**config.mk**
```make
export PLATFORM = sky130hd
export DESIGN_NAME = mbrc_dp
export DESIGN_NICKNAME = d
export VERILOG_FILES = /design/src/rtl/core/mbrc_pkg.sv /design/src/rtl/core/mbrc_dp.sv
export SDC_FILE = /design/constraint.sdc
export NUM_CORES = 1
export LEC_CHECK = 0
export BUFFER_PORTS_ARGS = -buffer_cell sky130_fd_sc_hd__buf_2
export CORE_ASPECT_RATIO = 1.25
export CORE_MARGIN = 2
export CORE_UTILIZATION = 40
export CTS_CLUSTER_DIAMETER = 60
export CTS_CLUSTER_SIZE = 16
export DETAILED_ROUTE_END_ITERATION = 8
export PLACE_DENSITY = 0.67
export SYNTH_ARGS = -nofsm -noshare
export SYNTH_HDL_FRONTEND = slang
export SYNTH_SLANG_ARGS = --single-unit
export TNS_END_PERCENT = 5
```
**constraint.sdc**
```tcl
create_clock -name clock -period 10.6 [get_ports clock]
set_input_delay 1.59 -clock clock [delete_from_list [all_inputs] [get_ports clock]]
set_output_delay 1.59 -clock clock [all_outputs]
set_load 0.1 [all_outputs]
```
**src/rtl/core/mbrc_pkg.sv**
```systemverilog
// Shared constants, command/status types and the CRC-16 byte update for the reply checker.
package mbrc_pkg;

   localparam int MAX_REGISTERS_DEF = 12;
   localparam int CNT_W             = 4;
   localparam int CFG_W             = 8;
   localparam int CSR_IDX_W         = 1;
   localparam int HDR_LEN           = 5;

   localparam int REQ_DATA_W = 8;
   localparam int IDX_OUT_W  = 4;
   localparam int VAL_W      = 16;
   localparam int STATUS_W   = 2;
   localparam int RSP_DATA_W = 24;
   localparam int RSP_PAD_W  = RSP_DATA_W - IDX_OUT_W - VAL_W - STATUS_W;

   localparam logic [15:0] CRC_INIT = 16'hFFFF;
   localparam logic [15:0] CRC_POLY = 16'hA001;

   localparam logic [7:0] FUNC_READ_INPUT = 8'h04;
   localparam logic [7:0] FUNC_EXC_BIT    = 8'h80;

   localparam logic [STATUS_W-1:0] STATUS_OK      = 2'd0;
   localparam logic [STATUS_W-1:0] STATUS_CRC     = 2'd1;
   localparam logic [STATUS_W-1:0] STATUS_HDR     = 2'd2;
   localparam logic [STATUS_W-1:0] STATUS_TIMEOUT = 2'd3;

   localparam logic [CSR_IDX_W-1:0] CSR_SLAVE_ADDRESS  = 1'b0;
   localparam logic [CSR_IDX_W-1:0] CSR_REGISTER_COUNT = 1'b1;

   localparam logic [CFG_W-1:0] SLAVE_ADDRESS_RST  = 8'd1;
   localparam logic [CNT_W-1:0] REGISTER_COUNT_RST = 4'd1;

   typedef struct packed {
      logic take_byte;
      logic take_timeout;
      logic rd_next;
      logic emit_value;
      logic emit_status;
   } mbrc_cmd_type;

   typedef struct packed {
      logic final_byte;
      logic verdict_ok;
      logic rd_last;
      logic out_free;
   } mbrc_stat_type;

   function automatic logic [15:0] crc16_byte(input logic [15:0] crc_i, input logic [7:0] b);
      logic [15:0] c;
      c = crc_i ^ {8'h00, b};
      for (int k = 0; k < 8; k++) begin
         c = c[0] ? ((c >> 1) ^ CRC_POLY) : (c >> 1);
      end
      return c;
   endfunction

endpackage

```
**src/rtl/core/mbrc_dp.sv**
```systemverilog
// Datapath: config registers, frame state, CRC, register buffer and result register.
module mbrc_dp
   import mbrc_pkg::*;
#(
   parameter int MAX_REGISTERS = MAX_REGISTERS_DEF
) (
   input  logic                  clock,
   input  logic                  reset,
   input  logic                  csr_we,
   input  logic [CSR_IDX_W-1:0]  csr_addr,
   input  logic [CFG_W-1:0]      csr_wdata,
   input  logic [REQ_DATA_W-1:0] req_tdata,
   input  mbrc_cmd_type          cmd,
   output mbrc_stat_type         stat,
   output logic                  rsp_tvalid,
   input  logic                  rsp_tready,
   output logic [RSP_DATA_W-1:0] rsp_tdata,
   output logic                  rsp_tuser,
   output logic                  rsp_tlast
);

   localparam int CNT_MAX    = (1 << CNT_W) - 1;
   localparam int BUF_DEPTH  = (MAX_REGISTERS < CNT_MAX) ? MAX_REGISTERS : CNT_MAX;
   localparam int LEN_MAX    = HDR_LEN + 2 * BUF_DEPTH;
   localparam int POS_W      = $clog2(LEN_MAX);
   localparam int IDX_W      = (BUF_DEPTH > 1) ? $clog2(BUF_DEPTH) : 1;
   localparam int DATA_START = HDR_LEN - 2;

   localparam logic [POS_W-1:0] POS_ADDR  = POS_W'(0);
   localparam logic [POS_W-1:0] POS_FUNC  = POS_W'(1);
   localparam logic [POS_W-1:0] POS_COUNT = POS_W'(2);

   logic [CFG_W-1:0]  slave_addr_ff, slave_addr_in;
   logic [CNT_W-1:0]  reg_count_ff, reg_count_in;
   logic [POS_W-1:0]  pos_ff, pos_in;
   logic [15:0]       crc_ff, crc_in;
   logic [7:0]        addr_ff, addr_in;
   logic [7:0]        func_ff, func_in;
   logic [7:0]        cnt_ff, cnt_in;
   logic [7:0]        crc_lo_ff, crc_lo_in;
   logic [STATUS_W-1:0] code_ff, code_in;
   logic [IDX_W-1:0]  rd_idx_ff, rd_idx_in;

   logic [7:0]        buf_hi_ff [BUF_DEPTH];
   logic [7:0]        buf_lo_ff [BUF_DEPTH];
   logic [7:0]        rd_hi_ff;
   logic [7:0]        rd_lo_ff;

   logic                 out_valid_ff, out_valid_in;
   logic                 out_is_status_ff, out_is_status_in;
   logic [IDX_OUT_W-1:0] out_idx_ff, out_idx_in;
   logic [VAL_W-1:0]     out_val_ff, out_val_in;
   logic [STATUS_W-1:0]  out_status_ff, out_status_in;
   logic                 out_last_ff, out_last_in;

   logic [CNT_W-1:0]    n_eff;
   logic [POS_W-1:0]    len_m2;
   logic [POS_W-1:0]    off;
   logic [POS_W-1:0]    slot;
   logic                slot_ok;
   logic [STATUS_W-1:0] verdict;
   logic                hi_we;
   logic                lo_we;
   logic [7:0]          rx;

   assign rx = req_tdata;

   always_comb begin
      if (reg_count_ff == '0) begin
         n_eff = CNT_W'(1);
      end else if (int'(reg_count_ff) > BUF_DEPTH) begin
         n_eff = CNT_W'(BUF_DEPTH);
      end else begin
         n_eff = reg_count_ff;
      end
   end

   assign len_m2  = POS_W'(DATA_START) + POS_W'({n_eff, 1'b0});
   assign off     = pos_ff - POS_W'(DATA_START);
   assign slot    = off >> 1;
   assign slot_ok = (pos_ff >= POS_W'(DATA_START)) && (slot < POS_W'(BUF_DEPTH));

   always_comb begin
      if (crc_ff != {rx, crc_lo_ff}) begin
         verdict = STATUS_CRC;
      end else if (((func_ff & FUNC_EXC_BIT) != 8'h00) || (addr_ff != slave_addr_ff) ||
                   (func_ff != FUNC_READ_INPUT) || (cnt_ff != 8'({n_eff, 1'b0}))) begin
         verdict = STATUS_HDR;
      end else begin
         verdict = STATUS_OK;
      end
   end

   assign stat.final_byte = pos_ff > len_m2;
   assign stat.verdict_ok = verdict == STATUS_OK;
   assign stat.rd_last    = CNT_W'(rd_idx_ff) == (n_eff - CNT_W'(1));
   assign stat.out_free   = !out_valid_ff || rsp_tready;

   always_comb begin
      slave_addr_in = slave_addr_ff;
      reg_count_in  = reg_count_ff;
      if (csr_we) begin
         case (csr_addr)
            CSR_SLAVE_ADDRESS:  slave_addr_in = csr_wdata;
            CSR_REGISTER_COUNT: reg_count_in  = csr_wdata[CNT_W-1:0];
            default: begin
            end
         endcase
      end
   end

   always_comb begin
      pos_in    = pos_ff;
      crc_in    = crc_ff;
      addr_in   = addr_ff;
      func_in   = func_ff;
      cnt_in    = cnt_ff;
      crc_lo_in = crc_lo_ff;
      code_in   = code_ff;
      rd_idx_in = rd_idx_ff;
      hi_we     = 1'b0;
      lo_we     = 1'b0;
      if (cmd.take_timeout) begin
         pos_in  = '0;
         crc_in  = CRC_INIT;
         code_in = STATUS_TIMEOUT;
      end else if (cmd.take_byte) begin
         if (pos_ff < len_m2) begin
            crc_in = crc16_byte(crc_ff, rx);
            pos_in = pos_ff + POS_W'(1);
            if (pos_ff == POS_ADDR) begin
               addr_in = rx;
            end else if (pos_ff == POS_FUNC) begin
               func_in = rx;
            end else if (pos_ff == POS_COUNT) begin
               cnt_in = rx;
            end else if (slot_ok) begin
               hi_we = ~off[0];
               lo_we = off[0];
            end
         end else if (pos_ff == len_m2) begin
            crc_lo_in = rx;
            pos_in    = pos_ff + POS_W'(1);
         end else begin
            pos_in    = '0;
            crc_in    = CRC_INIT;
            code_in   = verdict;
            rd_idx_in = '0;
         end
      end else if (cmd.rd_next) begin
         rd_idx_in = rd_idx_ff + IDX_W'(1);
      end
   end

   always_comb begin
      out_valid_in     = out_valid_ff;
      out_is_status_in = out_is_status_ff;
      out_idx_in       = out_idx_ff;
      out_val_in       = out_val_ff;
      out_status_in    = out_status_ff;
      out_last_in      = out_last_ff;
      if (cmd.emit_value) begin
         out_valid_in     = 1'b1;
         out_is_status_in = 1'b0;
         out_idx_in       = IDX_OUT_W'(rd_idx_ff);
         out_val_in       = {rd_hi_ff, rd_lo_ff};
         out_status_in    = STATUS_OK;
         out_last_in      = 1'b0;
      end else if (cmd.emit_status) begin
         out_valid_in     = 1'b1;
         out_is_status_in = 1'b1;
         out_idx_in       = '0;
         out_val_in       = '0;
         out_status_in    = code_ff;
         out_last_in      = 1'b1;
      end else if (rsp_tready) begin
         out_valid_in = 1'b0;
      end
   end

   always_ff @(posedge clock) begin
      if (reset) begin
         slave_addr_ff <= SLAVE_ADDRESS_RST;
         reg_count_ff  <= REGISTER_COUNT_RST;
         pos_ff        <= '0;
         crc_ff        <= CRC_INIT;
         addr_ff       <= '0;
         func_ff       <= '0;
         cnt_ff        <= '0;
         crc_lo_ff     <= '0;
         code_ff       <= STATUS_OK;
         rd_idx_ff     <= '0;
         out_valid_ff  <= 1'b0;
      end else begin
         slave_addr_ff <= slave_addr_in;
         reg_count_ff  <= reg_count_in;
         pos_ff        <= pos_in;
         crc_ff        <= crc_in;
         addr_ff       <= addr_in;
         func_ff       <= func_in;
         cnt_ff        <= cnt_in;
         crc_lo_ff     <= crc_lo_in;
         code_ff       <= code_in;
         rd_idx_ff     <= rd_idx_in;
         out_valid_ff  <= out_valid_in;
      end
   end

   always_ff @(posedge clock) begin
      out_is_status_ff <= out_is_status_in;
      out_idx_ff       <= out_idx_in;
      out_val_ff       <= out_val_in;
      out_status_ff    <= out_status_in;
      out_last_ff      <= out_last_in;
   end

   always_ff @(posedge clock) begin
      if (hi_we) begin
         buf_hi_ff[slot[IDX_W-1:0]] <= rx;
      end
      if (lo_we) begin
         buf_lo_ff[slot[IDX_W-1:0]] <= rx;
      end
      rd_hi_ff <= buf_hi_ff[rd_idx_ff];
      rd_lo_ff <= buf_lo_ff[rd_idx_ff];
   end

   assign rsp_tvalid = out_valid_ff;
   assign rsp_tuser  = out_is_status_ff;
   assign rsp_tlast  = out_last_ff;
   assign rsp_tdata  = {RSP_PAD_W'(0), out_status_ff, out_val_ff, out_idx_ff};

endmodule

```
==> results of run 1 <==
-- per-stage QoR --
step | utilization | instances | hold WS (ps) | worst slack (ps)
final | 0.450 | 1280 | 470 | 5470
after global routing | 0.450 | 1280 | 493 | 5360
after CTS | 0.450 | 1280 | 473 | 5470
after detailed placement | 0.428 | 1239 | 464 | 5460
after global placement | 0.428 | 1239 | 463 | 5540
after floorplan | - | 827 | 448 | 5380
-- registers in the layout, indices dropped and copies added (netlist names), 2 cells and up --
signal / flops
addr_ff: 8
slave_addr_ff: 8
crc_ff: 16
rd_hi_ff: 8
out_status_ff: 2
out_idx_ff: 4
crc_lo_ff: 8
out_val_ff: 16
buf_lo_ff: 96
reg_count_ff: 4
rd_lo_ff: 8
code_ff: 2
buf_hi_ff: 96
pos_ff: 5
cnt_ff: 8
rd_idx_ff: 4
func_ff: 8
-- synth_stat cells (2+ instances only) --
master,instances
or3_1,2
buf_1,4
xnor3_1,2
inv_1,6
nor3_1,7
nand3_1,9
o211ai_1,2
mux2i_1,57
clkbuf_1,36
nor4b_1,2
nor3b_1,2
mux4_2,48
and2_1,22
dfxtp_1,91
or2_2,3
nand2_1,63
o22ai_1,11
nand2b_1,5
nor4_1,15
nor2b_1,2
ha_1,9
a21oi_1,23
buf_4,3
xor2_1,29
nand4_1,8
a21o_1,3
a211oi_1,2
a31oi_1,2
o21ai_0,18
and3_1,2
nor2_1,64
nand3b_1,2
edfxtp_1,212
buf_2,12
xnor2_1,29
-- worst max-delay path: stages --
cell	delay [ps]
buf_2	500
xor2_1	150
nor4_1	330
nand4_1	280
nor2_1	220
buf_2	450
-- routing by layer --
metal / global-route usage / up-vias / part of all wire / wire (µm)
met3: 0.0191 / 35 / 0.036 / 871
met2: 0.277 / 136 / 0.53 / 12700
met5: 0 / - / 0 / 0
met4: 0.0490 / 0 / 0.024 / 573
met1: 0.189 / 3283 / 0.41 / 9950
li1: - / 3137 / - / -
-- cell families after synthesis --
family	synth area share
flip-flops	0.669
AND/OR/NAND/NOR	0.0836
multiplexers	0.136
AO/OA/AOI/OAI	0.0363
buffers and inverters	0.0211
XOR/XNOR	0.0452
adder cells (fa/ha/maj)	0.00920
other	0.000306
-- where the power goes --
part / switching (mW) / internal [mW]
combinational: 0.122 / 0.0544
clock: 0.380 / 0.409
sequential: 0.0139 / 1.28
-- final cells by class --
| type | instances | area (µm²) | area share |
|---|---|---|---|
| multi-input combinational | 462 | 3800 | 0.281 |
| clock buffer | 38 | 632 | 0.0467 |
| sequential | 303 | 8190 | 0.605 |
| timing repair buffer | 66 | 360 | 0.0266 |
| tap | 401 | 502 | 0.0371 |
| clock inverter | 3 | 22.5 | 0.00166 |
| inverter | 7 | 26.3 | 0.00194 |
-- path summary, 6_finish.rpt --
path,depth (start not counted),endpoint,slack [ps],start
worst max-delay path,6,stat[2],5470,req_tdata[6]
worst min-delay path,2,slave_addr_ff[2]$_SDFFE_PP0P_,470,slave_addr_ff[2]$_SDFFE_PP0P_
worst max register to register,11,buf_hi_ff[0][1]$_DFFE_PP_,5830,reg_count_ff[2]$_SDFFE_PP0P_
worst min register to register,2,slave_addr_ff[2]$_SDFFE_PP0P_,470,slave_addr_ff[2]$_SDFFE_PP0P_
==> flow_summary.toml, run 1 <==
[outcome]
status = "complete, no violations"

[synthesis]
yosys-top-cells-area = "edfxtp_1 (52%), dfxtp_1 (15%), mux4_2 (8.8%)"
yosysWarnings = 0
synth_top_flop_cell = "edfxtp_1"
synth_area_um2 = 12200
synth_cell_types = 54
async_flop_share = 0
synth-edff-count = 212
synth_area_per_cell_um2 = 14.8
ys_seq_elements = 303
synth-seq-area-share = 0.669
netlist_instances = 826
synth_top_area_frac = 0.520
yosys.area.top_type = "edfxtp_1"

[timing]
rsz0062_at_grt = "no"
finalMaxSlewViolations = 0
finalSetupViolations = 0
relSlewSlack = 0.276
setup_tns_ps = 0
finClkSkew_ps = 14.2
fmax_ghz = 0.195
tightestPinTransition_ps = 1090
fin_crit_ps = 5130
finalCritPeriodShare = 0.484
finalHoldViolCount = 0

[cts]
cts_root_buf = "clkbuf_16"
hold_buffers = 0
cts_tree = "built"
clk_latency_ps = 510
cts.clk_slew.worst_paths_ps = 70
cts_buffer_depth = 3
htree_levels = 1
cts.sink_count = 303
cts_resized = 0
cts_setup_buffers = 0
cts-buffers-inserted = 23

[hold_path]
hold_path.class = "register to register"

[setup_path]
critPathLaunchType = "input port"
worstPathArrival_ps = 3540
end_kind = "output port"
cp.required_ps = 9010
critPathMaxFanout = 30
path_class = "input port to output port"

[power]
p_per_area_nw_per_um2 = 167
total_power_mw = 2.26
ir_drop_mv = 0.0956
power_leakage_nw = 4.54

[floorplan]
start_util = 0.407
die_y_um = 200
fp-row-count = 71
dieArea_um2 = 32000
die_w_um = 161
core_um2 = 30100
ioPinCount = 57

[placed_design]
place_congestion = 0.798
hpwlAfterDp_mm = 15.4
portBuffers = 54
placedInstanceArea_um2 = 12900

[final_layout]
layout_commonest_cell = "edfxtp_1"
fillCellCount = 2651
final_cell_mix = "edfxtp_1 (212), dfxtp_1 (88), nor2_1 (64)"
nNetsFinal = 898
drive_gt1_frac = 0.173
areaGrowthSynthToFinish_pct = 10.6
final_area_um2 = 13500
diodes = 0

[route]
wl_per_cell_um = 18.8
drt-total-wl_mm = 24.1
dr.pass1.iters = 4
via_per_inst = 5.15
via_count = 6591
drc = 0
antenna_left = 0
drt_iter0_drc = 386

[global_route]
grt_pass1_wl_mm = 37.6
antenna_found_initial = 0
grt_start_max_net_pins = 54
gr-total-overflow = 0
grt_usage = 0.152
grt_pass1_vias = 6579

[job]
cap_viol_max_count = 0
Power figures use the tool's default switching activity.
==> run 2, diff against run 1 <==
- ABC_AREA: default -> 1
- clock period: 10.6 -> 5.2 ns (I/O delays scaled with it)
==> run 2 against run 1 <==
  * Synthesized cell count is 49% higher
  * Via count is 34% higher
  * Critical path depth is 7 higher
  * Die area is 3.2% higher
  * Cell area is 3.4% higher
  * Sequential share of layout area is 2.0 points lower
  * Non-clock buffer count is 1 lower
  * Combinational power grew to 2.6 times the previous value
  * Critical path type is now register to register
==> flow_summary.toml, run 2 <==
[synthesis]
async_flop_share = 0
synth_top_area_frac = 0.503
ys_seq_elements = 303
synth_area_um2 = 12600
yosysWarnings = 0
synth_area_per_cell_um2 = 10.3
synth-seq-area-share = 0.647
netlist_instances = 1228
synth.top_cells.by_count = "nor2_1 (215), edfxtp_1 (212), o21ai_0 (153)"
synth-edff-count = 212
synth_cell_types = 43
yosys-top-cells-area = "edfxtp_1 (50%), dfxtp_1 (14%), nor2_1 (6.4%)"
yosys.area.top_type = "edfxtp_1"
synthMostInstantiatedCell = "nor2_1"
synth_top_flop_cell = "edfxtp_1"

[power]
total_power_mw = 4.88
swShare = 0.253
pwr-share-clk = 0.368
power_leakage_nw = 5.25
p_per_area_nw_per_um2 = 349
p_comb_frac = 0.092
ir_drop_mv = 0.253
seq_power_share = 0.541
internal-power_mw = 3.65
p_sw_mw = 1.24

[final_layout]
diodes = 0
final_core_util = 0.450
final_cell_mix = "nor2_1 (215), edfxtp_1 (212), o21ai_0 (153)"
final_area_um2 = 14000
fillCellCount = 2889
drive_gt1_frac = 0.0999
areaGrowthSynthToFinish_pct = 10.7
layout_commonest_cell = "nor2_1"
finalNonFillerCells = 1688
nNetsFinal = 1297

[setup_path]
worstPathArrival_ps = 3980
critPathLaunchType = "register"
path_class = "register to register"
critPathMaxFanout = 12
cp.required_ps = 5360
end_kind = "register"
r2r_setup_slack_ps = 1380

[route]
drt-total-wl_mm = 30.2
dr.pass1.iters = 5
via_count = 8829
drc = 0
wl_per_cell_um = 17.9
drt_iter0_drc = 701
via_per_inst = 5.23
antenna_left = 0

[timing]
finClkSkew_ps = 12.7
finalSetupViolations = 0
finalCritPeriodShare = 0.734
hold_slack_ps = 457
fin_crit_ps = 3820
relSlewSlack = 0.324
rsz0062_at_grt = "no"
tightestPinTransition_ps = 1010
fmax_ghz = 0.262
finalMaxSlewViolations = 0
setup_tns_ps = 0
layout_setup_ws_ps = 1380
finalHoldViolCount = 0

[floorplan]
start_util = 0.407
dieArea_um2 = 33100
die_w_um = 163
die_y_um = 203
ioPinCount = 57
fp-row-count = 72
core_um2 = 31100

[hold_path]
hold_path.class = "register to register"

[placed_design]
dp_slack_ps = 1400
hpwlAfterDp_mm = 19.6
post-place-cells = 1642
portBuffers = 54
placedInstanceArea_um2 = 13200
place_congestion = 0.917

[global_route]
grt_usage = 0.180
grt_pass1_wl_mm = 46.4
grt_pass1_vias = 8495
gr-total-overflow = 0
grt_start_max_net_pins = 73
antenna_found_initial = 0

[cts]
cts-buffers-inserted = 25
clk_latency_ps = 540
hold_buffers = 0
cts_root_buf = "clkbuf_16"
cts_setup_buffers = 0
cts_buffer_depth = 3
cts.clk_slew.worst_paths_ps = 70
htree_levels = 1
cts_resized = 0
cts_tree = "built"
cts.sink_count = 303

[job]
cap_viol_max_count = 0

[outcome]
status = "complete, no violations"
## run 2: cell count changes after synthesis, moves of 33 or more
cell,before,now
nand2_1,63,152
nor2_1,64,215
mux2i_1,57,0
a21oi_1,23,56
inv_1,6,93
mux4_2,48,0
o21ai_0,18,153
## run 2: worst paths after layout
check | depth (start not counted) | endpoint | start
max | 13 | buf_hi_ff[0][3]$_DFFE_PP_ | reg_count_ff[2]$_SDFFE_PP0P_
min | 2 | func_ff[0]$_SDFFE_PP0P_ | func_ff[0]$_SDFFE_PP0P_
max reg2reg | 13 | buf_hi_ff[0][3]$_DFFE_PP_ | reg_count_ff[2]$_SDFFE_PP0P_
min reg2reg | 2 | func_ff[0]$_SDFFE_PP0P_ | func_ff[0]$_SDFFE_PP0P_
## run 2: critical path, cell delays in order, from the launching register on
cell	delay (ps)
dfxtp_1	370
nand2_1	130
nand2_1	130
nor2_1	200
a21oi_1	100
ha_1	290
a21oi_1	130
a21boi_0	190
o21ai_1	140
inv_2	120
nand2_8	100
nor2_4	160
nand4_1	550
nor2_1	820
## run 2: per-layer routing
metal | vias to the layer above | global-route usage | share of wire
li1 | 4282 | - | -
met1 | 4217 | 0.225 | 0.41
met2 | 270 | 0.325 | 0.51
met3 | 60 | 0.0196 | 0.050
met4 | 0 | 0.0594 | 0.033
met5 | - | 0 | 0
## run 2: power groups by stage
stage | sequential [mW] | clock, mW | combinational (mW)
finish | 2.64 | 1.80 | 0.449
global route | 2.64 | 1.93 | 0.489
CTS | 2.64 | 1.82 | 0.450
detailed placement | 2.69 | 0 | 0.449
global placement | 2.69 | 0 | 0.446
floorplan | 2.79 | 0 | 0.227
## run 2: layout make-up
| class | count | area (µm²) | share of cell area |
|---|---|---|---|
| Sequential cell | 303 | 8190 | 0.585 |
| Inverter | 102 | 385 | 0.0275 |
| Clock buffer | 34 | 659 | 0.0471 |
| Tap cell | 407 | 509 | 0.0364 |
| Multi-Input combinational cell | 765 | 3810 | 0.272 |
| Clock inverter | 12 | 92.6 | 0.00661 |
| Timing Repair Buffer | 65 | 353 | 0.0252 |
## run 2: kinds of logic after synthesis
family                   synth area share
AND/OR/NAND/NOR                     0.142
flip-flops                          0.647
AO/OA/AOI/OAI                       0.125
buffers and inverters              0.0517
XOR/XNOR                           0.0249
adder cells (fa/ha/maj)           0.00890
other                            0.000296
